### src/design/cds_pkg.sv
// Shared types and constants for the C-LOOK disk scheduler.
// No dependencies.
package cds_pkg;

    // Defaults for the top-level parameters
    localparam int MAX_REQUESTS_DEF = 32;
    localparam int TRACK_BITS_DEF   = 16;

    // Fixed field widths
    localparam int FIELD_W  = 16;
    localparam int TOTAL_W  = 21;
    localparam int TSEEK_W  = 37;
    localparam int AVG_W    = 32;

    localparam logic [FIELD_W-1:0] SEEK_RESET = 16'd1;

    // Item function codes
    localparam logic FUNC_LOAD = 1'b0;
    localparam logic FUNC_RUN  = 1'b1;

    // Command handed from the front queue to the back end
    typedef struct packed {
        logic               is_run;
        logic [FIELD_W-1:0] track;
        logic [FIELD_W-1:0] head_track;
        logic               sweep_up;
    } t_cmd;

endpackage

### src/design/cds_ifs.sv
// Channel interfaces of the C-LOOK disk scheduler: request, result, config.
// Depends on cds_pkg.
interface cds_req_if;
    logic                          valid;
    logic                          ready;
    logic                          func;
    logic [cds_pkg::FIELD_W-1:0]   track;
    logic [cds_pkg::FIELD_W-1:0]   head_track;
    logic                          sweep_up;
    modport source (output valid, func, track, head_track, sweep_up, input ready);
    modport sink   (input valid, func, track, head_track, sweep_up, output ready);
endinterface

interface cds_res_if;
    logic                          valid;
    logic                          ready;
    logic [cds_pkg::FIELD_W-1:0]   seek_track;
    logic                          is_last;
    logic [cds_pkg::TOTAL_W-1:0]   total_tracks;
    logic [cds_pkg::TSEEK_W-1:0]   total_seek_time;
    logic [cds_pkg::AVG_W-1:0]     avg_seek_time;
    logic                          overflowed;
    logic                          no_requests;
    modport source (output valid, seek_track, is_last, total_tracks, total_seek_time,
                    avg_seek_time, overflowed, no_requests, input ready);
    modport sink   (input valid, seek_track, is_last, total_tracks, total_seek_time,
                    avg_seek_time, overflowed, no_requests, output ready);
endinterface

interface cds_cfg_if;
    logic                          valid;
    logic                          ready;
    logic [cds_pkg::FIELD_W-1:0]   data;
    modport source (output valid, data, input ready);
    modport sink   (input valid, data, output ready);
endinterface

### src/design/cds_front.sv
// Front end: accepts request beats, classifies them into commands and
// queues them in a two-entry FIFO for the back end. Depends on cds_pkg, cds_ifs.
module cds_front (
    input  logic               i_clk,
    input  logic               i_rst_n,
    cds_req_if.sink            i_req,
    output logic               o_cmd_valid,
    output cds_pkg::t_cmd      o_cmd,
    input  logic               i_cmd_pop
);

    cds_pkg::t_cmd r_q [2];
    logic          r_wp;
    logic          r_rp;
    logic [1:0]    r_fill;
    logic          push;
    cds_pkg::t_cmd cmd_in;

    assign i_req.ready = (r_fill != 2'd2);
    assign push        = i_req.valid && i_req.ready;
    assign o_cmd_valid = (r_fill != 2'd0);
    assign o_cmd       = r_q[r_rp];

    // Classify the incoming beat
    always_comb begin
        cmd_in.is_run     = (i_req.func == cds_pkg::FUNC_RUN);
        cmd_in.track      = i_req.track;
        cmd_in.head_track = i_req.head_track;
        cmd_in.sweep_up   = i_req.sweep_up;
    end

    // Queue storage
    always_ff @(posedge i_clk) begin
        if (push) begin
            r_q[r_wp] <= cmd_in;
        end
    end

    // Queue pointers
    always_ff @(posedge i_clk) begin
        if (!i_rst_n) begin
            r_wp   <= 1'b0;
            r_rp   <= 1'b0;
            r_fill <= 2'd0;
        end else begin
            if (push) begin
                r_wp <= ~r_wp;
            end
            if (i_cmd_pop) begin
                r_rp <= ~r_rp;
            end
            if (push && !i_cmd_pop) begin
                r_fill <= r_fill + 2'd1;
            end else if (!push && i_cmd_pop) begin
                r_fill <= r_fill - 2'd1;
            end
        end
    end

endmodule

### src/design/cds_back.sv
// Back end: sorted request store, C-LOOK sequencer, seek-time multiply and
// bit-serial average divide, result register. Depends on cds_pkg, cds_ifs.
module cds_back #(
    parameter int MAX_REQUESTS = cds_pkg::MAX_REQUESTS_DEF,
    parameter int TRACK_BITS   = cds_pkg::TRACK_BITS_DEF
) (
    input  logic                        i_clk,
    input  logic                        i_rst_n,
    input  logic                        i_cmd_valid,
    input  cds_pkg::t_cmd               i_cmd,
    output logic                        o_cmd_pop,
    input  logic [cds_pkg::FIELD_W-1:0] i_seek_time,
    cds_res_if.source                   o_res
);

    localparam int CW  = $clog2(MAX_REQUESTS + 1);
    localparam int IW  = (MAX_REQUESTS > 1) ? $clog2(MAX_REQUESTS) : 1;
    localparam int W   = (TRACK_BITS > cds_pkg::FIELD_W) ? TRACK_BITS : cds_pkg::FIELD_W;
    localparam int TW  = cds_pkg::TOTAL_W;
    localparam int SW  = cds_pkg::TSEEK_W;
    localparam int DCW = $clog2(SW + 1);

    localparam logic [2:0] S_IDLE = 3'd0;
    localparam logic [2:0] S_SCAN = 3'd1;
    localparam logic [2:0] S_RUN  = 3'd2;
    localparam logic [2:0] S_MUL  = 3'd3;
    localparam logic [2:0] S_DIV  = 3'd4;
    localparam logic [2:0] S_LAST = 3'd5;

    logic [TRACK_BITS-1:0] r_st [MAX_REQUESTS];
    logic [CW-1:0]         r_cnt;
    logic                  r_drop;
    logic [2:0]            r_state;
    logic [CW-1:0]         r_ptr;
    logic [CW-1:0]         r_step;
    logic [W-1:0]          r_head;
    logic                  r_up;
    logic [TW-1:0]         r_total;
    logic [SW-1:0]         r_prod;
    logic [SW-1:0]         r_quo;
    logic [CW-1:0]         r_rem;
    logic [DCW-1:0]        r_dcnt;
    logic [W-1:0]          r_last_trk;

    logic                  r_ovalid;
    logic [cds_pkg::FIELD_W-1:0] r_otrk;
    logic                  r_olast;
    logic [TW-1:0]         r_ototal;
    logic [SW-1:0]         r_otseek;
    logic [cds_pkg::AVG_W-1:0] r_oavg;
    logic                  r_oovf;
    logic                  r_onoreq;

    logic                  out_free;
    logic                  do_load;
    logic                  full;
    logic [TRACK_BITS-1:0] ld_trk;
    logic [W-1:0]          rd_trk;
    logic [W-1:0]          seek_dist;
    logic [TW-1:0]         n_total;
    logic [CW-1:0]         n_ptr;
    logic [CW-1:0]         start_ptr;
    logic                  scan_more;
    logic [CW:0]           rem_sh;
    logic                  rem_ge;

    assign out_free  = !r_ovalid || o_res.ready;
    assign o_cmd_pop = (r_state == S_IDLE) && i_cmd_valid;
    assign do_load   = o_cmd_pop && !i_cmd.is_run;
    assign full      = (r_cnt == CW'(MAX_REQUESTS));
    assign ld_trk    = TRACK_BITS'(i_cmd.track);

    // Sorted insertion: each cell keeps, takes the new track or takes its neighbor
    for (genvar k = 0; k < MAX_REQUESTS; k++) begin : g_cell
        logic keep;
        logic prev_le;
        assign keep = (CW'(k) < r_cnt) && (r_st[k] <= ld_trk);
        if (k == 0) begin : g_first
            assign prev_le = 1'b1;
        end else begin : g_rest
            assign prev_le = (r_st[k-1] <= ld_trk);
        end
        always_ff @(posedge i_clk) begin
            if (do_load && !full && (CW'(k) <= r_cnt) && !keep) begin
                if (k == 0) begin
                    r_st[k] <= ld_trk;
                end else begin
                    r_st[k] <= prev_le ? ld_trk : r_st[(k > 0) ? k-1 : 0];
                end
            end
        end
    end

    // Store read and head movement
    assign rd_trk    = W'(r_st[r_ptr[IW-1:0]]);
    assign seek_dist = (r_head > rd_trk) ? (r_head - rd_trk) : (rd_trk - r_head);
    assign n_total   = r_total + TW'(seek_dist);
    assign scan_more = (r_ptr < r_cnt) && (rd_trk <= r_head);

    // First entry served once the split point is known
    always_comb begin
        if (r_up) begin
            start_ptr = (r_ptr == r_cnt) ? '0 : r_ptr;
        end else begin
            start_ptr = (r_ptr == '0) ? (r_cnt - CW'(1)) : (r_ptr - CW'(1));
        end
    end

    // Walk the store circularly in the sweep direction
    always_comb begin
        if (r_up) begin
            n_ptr = (r_ptr == r_cnt - CW'(1)) ? '0 : (r_ptr + CW'(1));
        end else begin
            n_ptr = (r_ptr == '0) ? (r_cnt - CW'(1)) : (r_ptr - CW'(1));
        end
    end

    // Restoring divide step
    assign rem_sh = {r_rem, r_quo[SW-1]};
    assign rem_ge = (rem_sh >= {1'b0, r_cnt});

    // Sequencer
    always_ff @(posedge i_clk) begin
        if (!i_rst_n) begin
            r_state <= S_IDLE;
            r_cnt   <= '0;
            r_drop  <= 1'b0;
        end else begin
            case (r_state)
                S_IDLE: begin
                    if (o_cmd_pop) begin
                        if (i_cmd.is_run) begin
                            r_state <= S_SCAN;
                        end else if (full) begin
                            r_drop <= 1'b1;
                        end else begin
                            r_cnt <= r_cnt + CW'(1);
                        end
                    end
                end
                S_SCAN: begin
                    if (r_cnt == '0) begin
                        if (out_free) begin
                            r_drop  <= 1'b0;
                            r_state <= S_IDLE;
                        end
                    end else if (!scan_more) begin
                        r_state <= S_RUN;
                    end
                end
                S_RUN: begin
                    if (out_free && (r_step == r_cnt - CW'(1))) begin
                        r_state <= S_MUL;
                    end
                end
                S_MUL: r_state <= S_DIV;
                S_DIV: begin
                    if (r_dcnt == DCW'(1)) begin
                        r_state <= S_LAST;
                    end
                end
                S_LAST: begin
                    if (out_free) begin
                        r_cnt   <= '0;
                        r_drop  <= 1'b0;
                        r_state <= S_IDLE;
                    end
                end
                default: r_state <= S_IDLE;
            endcase
        end
    end

    // Run datapath
    always_ff @(posedge i_clk) begin
        case (r_state)
            S_IDLE: begin
                r_ptr   <= '0;
                r_step  <= '0;
                r_total <= '0;
                r_head  <= W'(i_cmd.head_track);
                r_up    <= i_cmd.sweep_up;
            end
            S_SCAN: begin
                if (scan_more) begin
                    r_ptr <= r_ptr + CW'(1);
                end else begin
                    r_ptr <= start_ptr;
                end
            end
            S_RUN: begin
                if (out_free) begin
                    r_total    <= n_total;
                    r_head     <= rd_trk;
                    r_last_trk <= rd_trk;
                    r_ptr      <= n_ptr;
                    r_step     <= r_step + CW'(1);
                end
            end
            S_MUL: begin
                r_prod <= SW'(r_total * i_seek_time);
                r_quo  <= SW'(r_total * i_seek_time);
                r_rem  <= '0;
                r_dcnt <= DCW'(SW);
            end
            S_DIV: begin
                r_rem  <= rem_ge ? CW'(rem_sh - {1'b0, r_cnt}) : CW'(rem_sh);
                r_quo  <= {r_quo[SW-2:0], rem_ge};
                r_dcnt <= r_dcnt - DCW'(1);
            end
            default: ;
        endcase
    end

    // Result register
    always_ff @(posedge i_clk) begin
        if (!i_rst_n) begin
            r_ovalid <= 1'b0;
        end else if ((r_state == S_SCAN && r_cnt == '0 && out_free) ||
                     (r_state == S_RUN && out_free && r_step != r_cnt - CW'(1)) ||
                     (r_state == S_LAST && out_free)) begin
            r_ovalid <= 1'b1;
        end else if (o_res.ready) begin
            r_ovalid <= 1'b0;
        end
    end

    always_ff @(posedge i_clk) begin
        if (out_free) begin
            r_oovf   <= r_drop;
            r_olast  <= 1'b0;
            r_onoreq <= 1'b0;
            r_ototal <= '0;
            r_otseek <= '0;
            r_oavg   <= '0;
            r_otrk   <= cds_pkg::FIELD_W'(rd_trk);
            case (r_state)
                S_SCAN: begin
                    r_otrk   <= '0;
                    r_olast  <= 1'b1;
                    r_onoreq <= 1'b1;
                end
                S_LAST: begin
                    r_otrk   <= cds_pkg::FIELD_W'(r_last_trk);
                    r_olast  <= 1'b1;
                    r_ototal <= r_total;
                    r_otseek <= r_prod;
                    r_oavg   <= cds_pkg::AVG_W'(r_quo);
                end
                default: ;
            endcase
        end
    end

    assign o_res.valid           = r_ovalid;
    assign o_res.seek_track      = r_otrk;
    assign o_res.is_last         = r_olast;
    assign o_res.total_tracks    = r_ototal;
    assign o_res.total_seek_time = r_otseek;
    assign o_res.avg_seek_time   = r_oavg;
    assign o_res.overflowed      = r_oovf;
    assign o_res.no_requests     = r_onoreq;

endmodule

### src/design/clook_disk_scheduler.sv
// Top level of the C-LOOK disk scheduler: config register, front queue, back end.
// Depends on cds_pkg, cds_ifs, cds_front, cds_back.
//
// Use:
//   i_req  : request beats. func=load stores a track in a sorted store of
//            MAX_REQUESTS entries (full store: dropped, overflow flagged);
//            func=run serves the stored tracks in C-LOOK order.
//   o_res  : one result beat per served track; the last carries totals.
//            An empty run gives one beat with no_requests and is_last set.
//   i_cfg  : seek time per track, written while idle; always ready.
// Operation:
//   A two-entry queue lets the front take beats while the back end is busy.
//   A run takes a split scan, the serving of the stored tracks (one store read
//   each), a multiply, the bit-serial average divide and the last beat.
// Reset clears the store count, the overflow flag and sets seek time to 1.
// A stalled receiver holds the result register; the back end waits on it.
module clook_disk_scheduler #(
    parameter int MAX_REQUESTS = cds_pkg::MAX_REQUESTS_DEF,
    parameter int TRACK_BITS   = cds_pkg::TRACK_BITS_DEF
) (
    input  logic       i_clk,
    input  logic       i_rst_n,
    cds_req_if.sink    i_req,
    cds_res_if.source  o_res,
    cds_cfg_if.sink    i_cfg
);

    logic [cds_pkg::FIELD_W-1:0] r_seek_time;
    logic                        cmd_valid;
    cds_pkg::t_cmd               cmd;
    logic                        cmd_pop;

    // Config register
    assign i_cfg.ready = 1'b1;
    always_ff @(posedge i_clk) begin
        if (!i_rst_n) begin
            r_seek_time <= cds_pkg::SEEK_RESET;
        end else if (i_cfg.valid) begin
            r_seek_time <= i_cfg.data;
        end
    end

    cds_front u_front (
        .i_clk       (i_clk),
        .i_rst_n     (i_rst_n),
        .i_req       (i_req),
        .o_cmd_valid (cmd_valid),
        .o_cmd       (cmd),
        .i_cmd_pop   (cmd_pop)
    );

    cds_back #(
        .MAX_REQUESTS (MAX_REQUESTS),
        .TRACK_BITS   (TRACK_BITS)
    ) u_back (
        .i_clk       (i_clk),
        .i_rst_n     (i_rst_n),
        .i_cmd_valid (cmd_valid),
        .i_cmd       (cmd),
        .o_cmd_pop   (cmd_pop),
        .i_seek_time (r_seek_time),
        .o_res       (o_res)
    );

    // Empty-run beat is always the final one
    a_noreq_last: assert property (@(posedge i_clk) disable iff (!i_rst_n)
        o_res.valid && o_res.no_requests |-> o_res.is_last)
        else $error("no_requests beat without is_last");

    // Totals only on the last beat
    a_totals_last: assert property (@(posedge i_clk) disable iff (!i_rst_n)
        o_res.valid && !o_res.is_last |-> o_res.total_tracks == '0 &&
        o_res.total_seek_time == '0)
        else $error("totals on a non-final beat");

    // Queue never pops when empty
    a_pop_valid: assert property (@(posedge i_clk) disable iff (!i_rst_n)
        cmd_pop |-> cmd_valid)
        else $error("command popped from empty queue");

endmodule

### src/flat_wrapper.sv
// flat-port wrapper written by rule: the top's interface ports become plain ports
module clook_disk_scheduler_flat 
#(
    parameter int MAX_REQUESTS = cds_pkg::MAX_REQUESTS_DEF,
    parameter int TRACK_BITS   = cds_pkg::TRACK_BITS_DEF
)
  (i_clk, i_rst_n, i_req_valid, i_req_func, i_req_track, i_req_head_track, i_req_sweep_up, i_req_ready, o_res_valid, o_res_seek_track, o_res_is_last, o_res_total_tracks, o_res_total_seek_time, o_res_avg_seek_time, o_res_overflowed, o_res_no_requests, o_res_ready, i_cfg_valid, i_cfg_data, i_cfg_ready);
  cds_req_if i_req_i ();
  cds_res_if o_res_i ();
  cds_cfg_if i_cfg_i ();
  input  logic i_clk;
  input  logic i_rst_n;
  input wire logic [$bits(i_req_i.valid)-1:0] i_req_valid;
  input wire logic [$bits(i_req_i.func)-1:0] i_req_func;
  input wire logic [$bits(i_req_i.track)-1:0] i_req_track;
  input wire logic [$bits(i_req_i.head_track)-1:0] i_req_head_track;
  input wire logic [$bits(i_req_i.sweep_up)-1:0] i_req_sweep_up;
  output wire logic [$bits(i_req_i.ready)-1:0] i_req_ready;
  output wire logic [$bits(o_res_i.valid)-1:0] o_res_valid;
  output wire logic [$bits(o_res_i.seek_track)-1:0] o_res_seek_track;
  output wire logic [$bits(o_res_i.is_last)-1:0] o_res_is_last;
  output wire logic [$bits(o_res_i.total_tracks)-1:0] o_res_total_tracks;
  output wire logic [$bits(o_res_i.total_seek_time)-1:0] o_res_total_seek_time;
  output wire logic [$bits(o_res_i.avg_seek_time)-1:0] o_res_avg_seek_time;
  output wire logic [$bits(o_res_i.overflowed)-1:0] o_res_overflowed;
  output wire logic [$bits(o_res_i.no_requests)-1:0] o_res_no_requests;
  input wire logic [$bits(o_res_i.ready)-1:0] o_res_ready;
  input wire logic [$bits(i_cfg_i.valid)-1:0] i_cfg_valid;
  input wire logic [$bits(i_cfg_i.data)-1:0] i_cfg_data;
  output wire logic [$bits(i_cfg_i.ready)-1:0] i_cfg_ready;
  assign i_req_i.valid = i_req_valid;
  assign i_req_i.func = i_req_func;
  assign i_req_i.track = i_req_track;
  assign i_req_i.head_track = i_req_head_track;
  assign i_req_i.sweep_up = i_req_sweep_up;
  assign i_req_ready = i_req_i.ready;
  assign o_res_valid = o_res_i.valid;
  assign o_res_seek_track = o_res_i.seek_track;
  assign o_res_is_last = o_res_i.is_last;
  assign o_res_total_tracks = o_res_i.total_tracks;
  assign o_res_total_seek_time = o_res_i.total_seek_time;
  assign o_res_avg_seek_time = o_res_i.avg_seek_time;
  assign o_res_overflowed = o_res_i.overflowed;
  assign o_res_no_requests = o_res_i.no_requests;
  assign o_res_i.ready = o_res_ready;
  assign i_cfg_i.valid = i_cfg_valid;
  assign i_cfg_i.data = i_cfg_data;
  assign i_cfg_ready = i_cfg_i.ready;
  clook_disk_scheduler #(.MAX_REQUESTS(MAX_REQUESTS), .TRACK_BITS(TRACK_BITS)) u_core (.i_clk(i_clk), .i_rst_n(i_rst_n), .i_req(i_req_i), .o_res(o_res_i), .i_cfg(i_cfg_i));
endmodule
### config.mk
export PLATFORM = sky130hd
export DESIGN_NAME = clook_disk_scheduler_flat
export DESIGN_NICKNAME = d
export VERILOG_FILES = /design/src/design/cds_pkg.sv /design/src/design/cds_ifs.sv /design/src/design/cds_front.sv /design/src/design/cds_back.sv /design/src/design/clook_disk_scheduler.sv /design/src/flat_wrapper.sv
export SDC_FILE = /design/constraint.sdc
export NUM_CORES = 2
export LEC_CHECK = 0
export ABC_AREA = 1
export BUFFER_PORTS_ARGS = -buffer_cell sky130_fd_sc_hd__buf_2
export CORE_UTILIZATION = 58
export DETAILED_ROUTE_END_ITERATION = 10
export PLACE_DENSITY = 0.77
export SLEW_MARGIN = 30
export SYNTH_ARGS = -nofsm -noshare
export SYNTH_HDL_FRONTEND = slang
export SYNTH_HIERARCHICAL = 1
export SYNTH_SLANG_ARGS = --single-unit
### constraint.sdc
create_clock -name i_clk -period 5.9 [get_ports i_clk]
set_clock_uncertainty 0.15 [all_clocks]
set_input_delay 0.59 -clock i_clk [delete_from_list [all_inputs] [get_ports i_clk]]
set_output_delay 0.59 -clock i_clk [all_outputs]
set_load 0.03 [all_outputs]
# After elaboration in Yosys (flattened, before gate mapping)

Memory sizes are Yosys's and may differ from the RTL's. A register that Yosys moved wholly into a read port is not among the register bits.
Cells that the tools add are included.

Register bits: 292
RAM bits: 580
Output and inout bits: 112
Word-level logic and storage cells: 478
Memories: 2

Memories:

| name               | depth | bits a word | read ports | clocked after Yosys merged registers in | wr ports | line            | RTL |
|---|---|---|---|---|---|---|---|
| u_core.u_back.r_st | 32    | 16          | 33         | 1                                       | 32       | cds_back.sv:30  | `logic [TRACK_BITS-1:0] r_st [MAX_REQUESTS];` |
| u_core.u_front.r_q | 2     | 34          | 1          | 1                                       | 1        | cds_front.sv:12 | `cds_pkg::t_cmd r_q [2];` |

Add/subtract/negate cells: 12
Multiply operators: 1
Magnitude comparators: 100
Eq/ne operators: 24
Multiplexer cells: 145
Bitwise operators: 2
Reductions and logical operators: 167

Operator list:

| kind                                                       | count |
|---|---|
| <= comparator 16 bit                                       | 33 |
| 2-to-1 mux 16 bit                                          | 33 |
| logical AND 1 bit                                          | 109 |
| <= comparator 5 x 6 -> 1 bit (first input constant)        | 16 |
| less-than comparator 5 x 6 -> 1 bit (first input constant) | 16 |
| 2-to-1 mux 6 bit                                           | 13 |
| 2-to-1 mux 1 bit                                           | 77 |
| one-hot mux 37 bit (2 select lines)                        | 1 |
| one-hot mux 16 bit (2 select lines)                        | 2 |
| <= comparator 4 x 6 -> 1 bit (first input constant)        | 8 |
| less-than comparator 4 x 6 -> 1 bit (first input constant) | 8 |
| one-hot mux 6 bit (2 select lines)                         | 4 |
| one-hot mux 21 bit (2 select lines)                        | 1 |
| zero test 1 bit                                            | 37 |
| multiplier 21 x 16 -> 37 bit                               | 1 |
| subtractor 16 bit                                          | 2 |
| <= comparator 3 x 6 -> 1 bit (first input constant)        | 4 |
| less-than comparator 3 x 6 -> 1 bit (first input constant) | 4 |
| inequality test 2 bit (second input constant)              | 11 |
| adder 21 x 16 -> 21 bit                                    | 1 |
| 2-to-1 mux 21 bit                                          | 1 |
| 2-to-1 mux 3 bit                                           | 7 |
| adder 6 x 1 -> 6 bit (second input constant)               | 3 |
| == test 6 bit                                              | 3 |
| 34 further kinds                                           | 56 |

# Depth between registers and ports, before layout

Word-level depth: 8
Gate-level depth with buffers: 39
Gate-level depth less buffers: 35

# Hierarchy

The synthesis kept the hierarchy.

Modules (own cells, without submodules):

| module               | times used | cells each | area an instance (um^2) | sequential area each (um^2) |
|---|---|---|---|---|
| cds_back             | 1          | 7643       | 63886.3                 | 23532.6 |
| cds_front            | 1          | 142        | 2841.5                  | 2142.1 |
| clook_disk_scheduler | 1          | 102        | 683.2                   | 320.3 |

# Worst setup path after synthesis

No wires, ideal clock.

Path kind: reg-to-reg
Start point: reg u_core.u_back.r_total[5]
End point: reg u_core.u_back.r_quo[20] (data pin)
Setup time: 0.264 ns
Data arrival time: 5.622 ns
Slack: -0.136 ns
Cell stages (with the launch flop): 24
Buffers on the path: 2
Clock period less this slack: 6.036 ns
Path through: edfxtp_1 -> clkbuf_1 -> clkbuf_1 -> nand2_1 -> fa_1 -> inv_1 -> fa_1 -> fa_1 -> inv_1 -> fa_1 -> inv_1 -> fa_1 -> inv_1 -> fa_1 -> inv_1 -> ha_1 -> a21oi_1 -> a21boi_0 -> nand2_1 -> nand2_1 -> nand3_1 -> or2_2 -> nand3_1 -> o21ai_0

Longest elaborated chain between the ends: 2

Ends and longest elaborated chain:

| what                                | line            | RTL |
|---|---|---|
| start, declared                     | cds_back.sv:38  | `logic [TW-1:0] r_total;` |
| start signal, assigned              | cds_back.sv:193 | `r_total <= n_total;` |
| multiplier 21 x 16 -> 37 bit        | cds_back.sv:202 | `r_quo <= SW'(r_total * i_seek_time);` |
| one-hot mux 37 bit (2 select lines) | cds_back.sv:176 | `case (r_state)` |
| end signal, assigned                | cds_back.sv:202 |  |
| end signal, assigned                | cds_back.sv:208 | `r_quo <= {r_quo[SW-2:0], rem_ge};` |
| end, declared                       | cds_back.sv:40  | `logic [SW-1:0] r_quo;` |

Every way passes these cells.
A chain may end at the register's enable or synchronous reset.

# Final worst setup path

Start point: reg u_core.u_back.r_total[14]
End point: reg u_core.u_back.r_quo[27] (data pin)

Same word-level chain as after synthesis.

==> results.sh <==
export IMPL_status="finished, final reports clean"
export IMPL_layout_drive_gt1_share=0.1503
export IMPL_worstPathRequired_ns=6.19
export IMPL_gr_total_overflow=0
export IMPL_synth_most_common_cell="nand2_1"
export IMPL_fin_nets=9351
export IMPL_synth_seq_cells=878
export IMPL_netlist_area_um2=67410
export IMPL_yosysTopAreaCellShare=0.3746
export IMPL_rrSetupSlack_ns=0.03
export IMPL_hp_start="i_cfg_data[13]"
export IMPL_fin_setup_tns_ns=0
export IMPL_gp_congestion=1.025
export IMPL_cp_end_kind="flop"
export IMPL_via_per_inst=6.047
export IMPL_ys_top_cells_by_area="edfxtp_1 37%, ha_1 13%, nand2_1 9.4%"
export IMPL_synthToLayoutAreaGrowth_pct=15.76
export IMPL_hold_class="in2reg"
export IMPL_async_reset_ff_frac=0
export IMPL_p_per_area_nw_per_um2=498.7
export IMPL_finalMaxSlewViolations=0
export IMPL_fin_ws_ns=0.03256
export IMPL_totalWireLength_um=224200
export IMPL_post_place_ws_ns=-0.1885
export IMPL_worstMarginPinSlew_ns=1.033
export IMPL_die_height_um=342.9
export IMPL_antenna_found_initial=5
export IMPL_firstDrtPassIters=7
export IMPL_grt_max_degree=82
export IMPL_cts_buffers=98
export IMPL_fillCellCount=9118
export IMPL_coreArea_um2=114800
export IMPL_timing_fmax_mhz=170.4
export IMPL_maxCapViolCount=0
export IMPL_drt_iter0_drc=8201
export IMPL_grt_pass1_wl_um=331600
export IMPL_cts_buffer_depth=3
export IMPL_drc=0
export IMPL_pin_count=167
export IMPL_num_vias=60060
export IMPL_htree_levels=3
export IMPL_clock_sinks=878
export IMPL_ant_nets=0
export IMPL_crit_type="reg2reg"
export IMPL_hold_path_depth=5
export IMPL_clk_pin_slew_worst_paths_ns=0.07
export IMPL_finalSetupViolCount=0
export IMPL_worstSkewPairLatency_ns=0.71
export IMPL_avgRoutedWirePerCell_um=22.57
export IMPL_leakage_uw=0.03622
export IMPL_port_buffers=165
export IMPL_reg2reg_depth=25
export IMPL_cts_root_buf="clkbuf_16"
export IMPL_rows=124
export IMPL_ys_seq_area_frac=0.3856
export IMPL_synth_cell_types=63
export IMPL_rsz0062_at_grt="true"
export IMPL_synth_cells=7887
export IMPL_crit_path_start_kind="flop"
export IMPL_grt_pass1_vias=56450
export IMPL_synthTopCellsByCount="1684 x nand2_1, 992 x inv_1, 841 x edfxtp_1"
export IMPL_final_seq_area_um2=26030
export IMPL_synth_flop_cell="edfxtp_1"
export IMPL_syn_avg_cell_area_um2=8.547
export IMPL_worstReg2RegStart="u_core/u_back/r_total[14]$_SDFFCE_PN0P_"
export IMPL_syn_nets=8902
export IMPL_ir_drop_v=0.0005660
export IMPL_yosys_area_top_type="edfxtp_1"
export IMPL_power_uw=38920
export IMPL_hold_viol=0
export IMPL_final_core_util=0.6797
export IMPL_holdWs_ns=0.03862
export IMPL_fin_crit_ns=5.867
export IMPL_grt_total_usage=0.3715
export IMPL_cts_tree="yes"
export IMPL_synth_edf_count=841
export IMPL_slew_headroom=0.3052
export IMPL_die_width_um=342.9
export IMPL_crit_path_max_fanout=4
export IMPL_cp_arrival_ns=6.16
export IMPL_ys_warnings_count=6
export IMPL_hold_end="u_core/r_seek_time[13]$_SDFFE_PN0P_"
export IMPL_initial_core_util=0.5872
export IMPL_reg2reg_to="u_core/u_back/r_quo[27]$_DFFE_PP_"
export IMPL_multi_input_area_um2=37160
export IMPL_period_share=0.9945
export IMPL_dp_hpwl_um=165900
export IMPL_die_area_um2=117600
## layout by cell type, fill, tap and decap left out, drive strengths merged, types with 2 or more instances in the layout
cell type	Yosys	routed
clkbuf	222	117
nor4	20	20
nand3b	12	12
clkinvlp	0	4
o21ai	661	661
o21a	27	27
mux2	34	34
a211oi	2	2
o22ai	13	13
fa	268	268
a21boi	6	6
bufinv	0	16
ha	692	692
nor3	44	44
nand2	1710	1710
buf	156	691
a21oi	751	751
a21o	8	8
a31o	2	2
and2	13	13
nand3	409	409
clkinv	1	44
xnor2	9	9
nand4	41	41
dfxtp	37	37
a31oi	9	9
o221ai	11	11
inv	1009	1010
dlygate4sd3	0	36
diode	0	4
or2	10	10
o21bai	18	18
nor2	682	682
edfxtp	841	841
xor2	47	47
o211ai	113	113
## flip-flops by register name, indices dropped and copies added (netlist names), 2 cells and up, named ones only
register,flops
u_core/u_back/r_ptr,6
u_core/u_back/r_dcnt,6
u_core/u_back/o_res.seek_track,16
u_core/r_seek_time,16
u_core/u_back/r_last_trk,16
u_core/u_back/o_res.total_tracks,21
u_core/u_back/r_step,6
u_core/u_back/r_state,3
u_core/u_front/r_fill,2
u_core/u_back/r_cnt,6
u_core/u_back/r_st,512
u_core/u_back/o_res.avg_seek_time,32
u_core/u_back/r_quo,37
u_core/u_back/r_head,16
u_core/u_back/r_prod,37
u_core/u_back/r_total,21
u_core/u_back/r_rem,6
u_core/u_back/o_res.total_seek_time,37
u_core/u_front/r_q,68
## cell families (layout without fill, tap and decap cells)
family                     Yosys count  after routing  synth area share
DFF                                878            878            0.3856
buffers and inverters             1389           1918           0.08263
adders and majority gates          960            960            0.2080
muxes                               34             34          0.007350
AOI/OAI and AO/OA                 1625           1625            0.1291
other                                1              5        0.00005563
xor gates and xnor gates            56             56          0.007276
and+or+nand+nor                   2944           2944            0.1799
## area by class of cell
type                            count  area share
Clock inverter                     64     0.01005
Antenna cell                        4   0.0001283
Multi-Input combinational cell   5620      0.4763
Clock buffer                      116     0.03309
Inverter                         1010     0.04900
Tap cell                         1512     0.02424
Sequential cell                   878      0.3336
Timing Repair Buffer              728     0.07360
## where the power goes
group          leakage, uW  internal, uW  switching [uW]
sequential         0.00834          8290             372
combinational       0.0262          8700           15000
clock              0.00165          3830            2700
total               0.0362         20800           18100
## metal layers
layer	share of wire	global-route usage	up-vias
li1	-	-	27380
met1	0.39	0.5112	28340
met2	0.43	0.5549	3736
met3	0.13	0.08943	605
met4	0.052	0.1722	2
met5	0.000080	0	-
## what timing repair did
action | in CTS | in global routing
setup buffers | 13 | 30
resized for setup | 68 | 342
gates cloned | 0 | 2
hold endpoints to repair | 70 | 0
pin swaps | 14 | 152
endpoints found under the setup margin | 41 | 64
hold buffers | 36 | 0
## critical path: stages, from the launching register on
cell,delay [ns]
edfxtp_1,0.43
buf_6,0.15
buf_4,0.12
nand2_1,0.06
inv_2,0.04
fa_1,0.55
inv_2,0.05
fa_1,0.49
fa_2,0.59
inv_2,0.04
fa_2,0.43
fa_1,0.51
inv_2,0.04
fa_1,0.51
inv_2,0.05
ha_4,0.30
nand2_4,0.07
nor2_4,0.13
inv_2,0.06
nor3_2,0.12
nand2_1,0.11
nand2_2,0.15
a21oi_2,0.08
or2_4,0.23
nand3_1,0.07
nand2_1,0.06
## worst max-delay path by stage
stage	start	to	slack (ns)	cells past startpoint
after floorplan	u_core/u_back/r_total[7]$_SDFFCE_PN0P_	u_core/u_back/r_prod[27]$_DFFE_PN_	0.006	22
after global placement	u_core/u_back/r_total[12]$_SDFFCE_PN0P_	u_core/u_back/r_prod[36]$_DFFE_PN_	-0.14	22
after detailed placement	u_core/u_back/r_total[12]$_SDFFCE_PN0P_	u_core/u_back/r_quo[36]$_DFFE_PP_	-0.19	23
after CTS	u_core/u_back/r_total[16]$_SDFFCE_PN0P_	u_core/u_back/r_quo[31]$_DFFE_PP_	-0.02	26
after global routing	u_core/r_seek_time[6]$_SDFFE_PN0P_	u_core/u_back/r_quo[27]$_DFFE_PP_	-0.13	22
final	u_core/u_back/r_total[14]$_SDFFCE_PN0P_	u_core/u_back/r_quo[27]$_DFFE_PP_	0.03	25
## through the flow
stage                     area, um^2  std cells
after detailed placement       72510       9674
after global placement         72450       9672
after CTS                      76620       9903
after floorplan                67430       7887
final                          78030       9932
after global routing           78020       9928
Note: power is estimated with default switching activity, not from simulation.
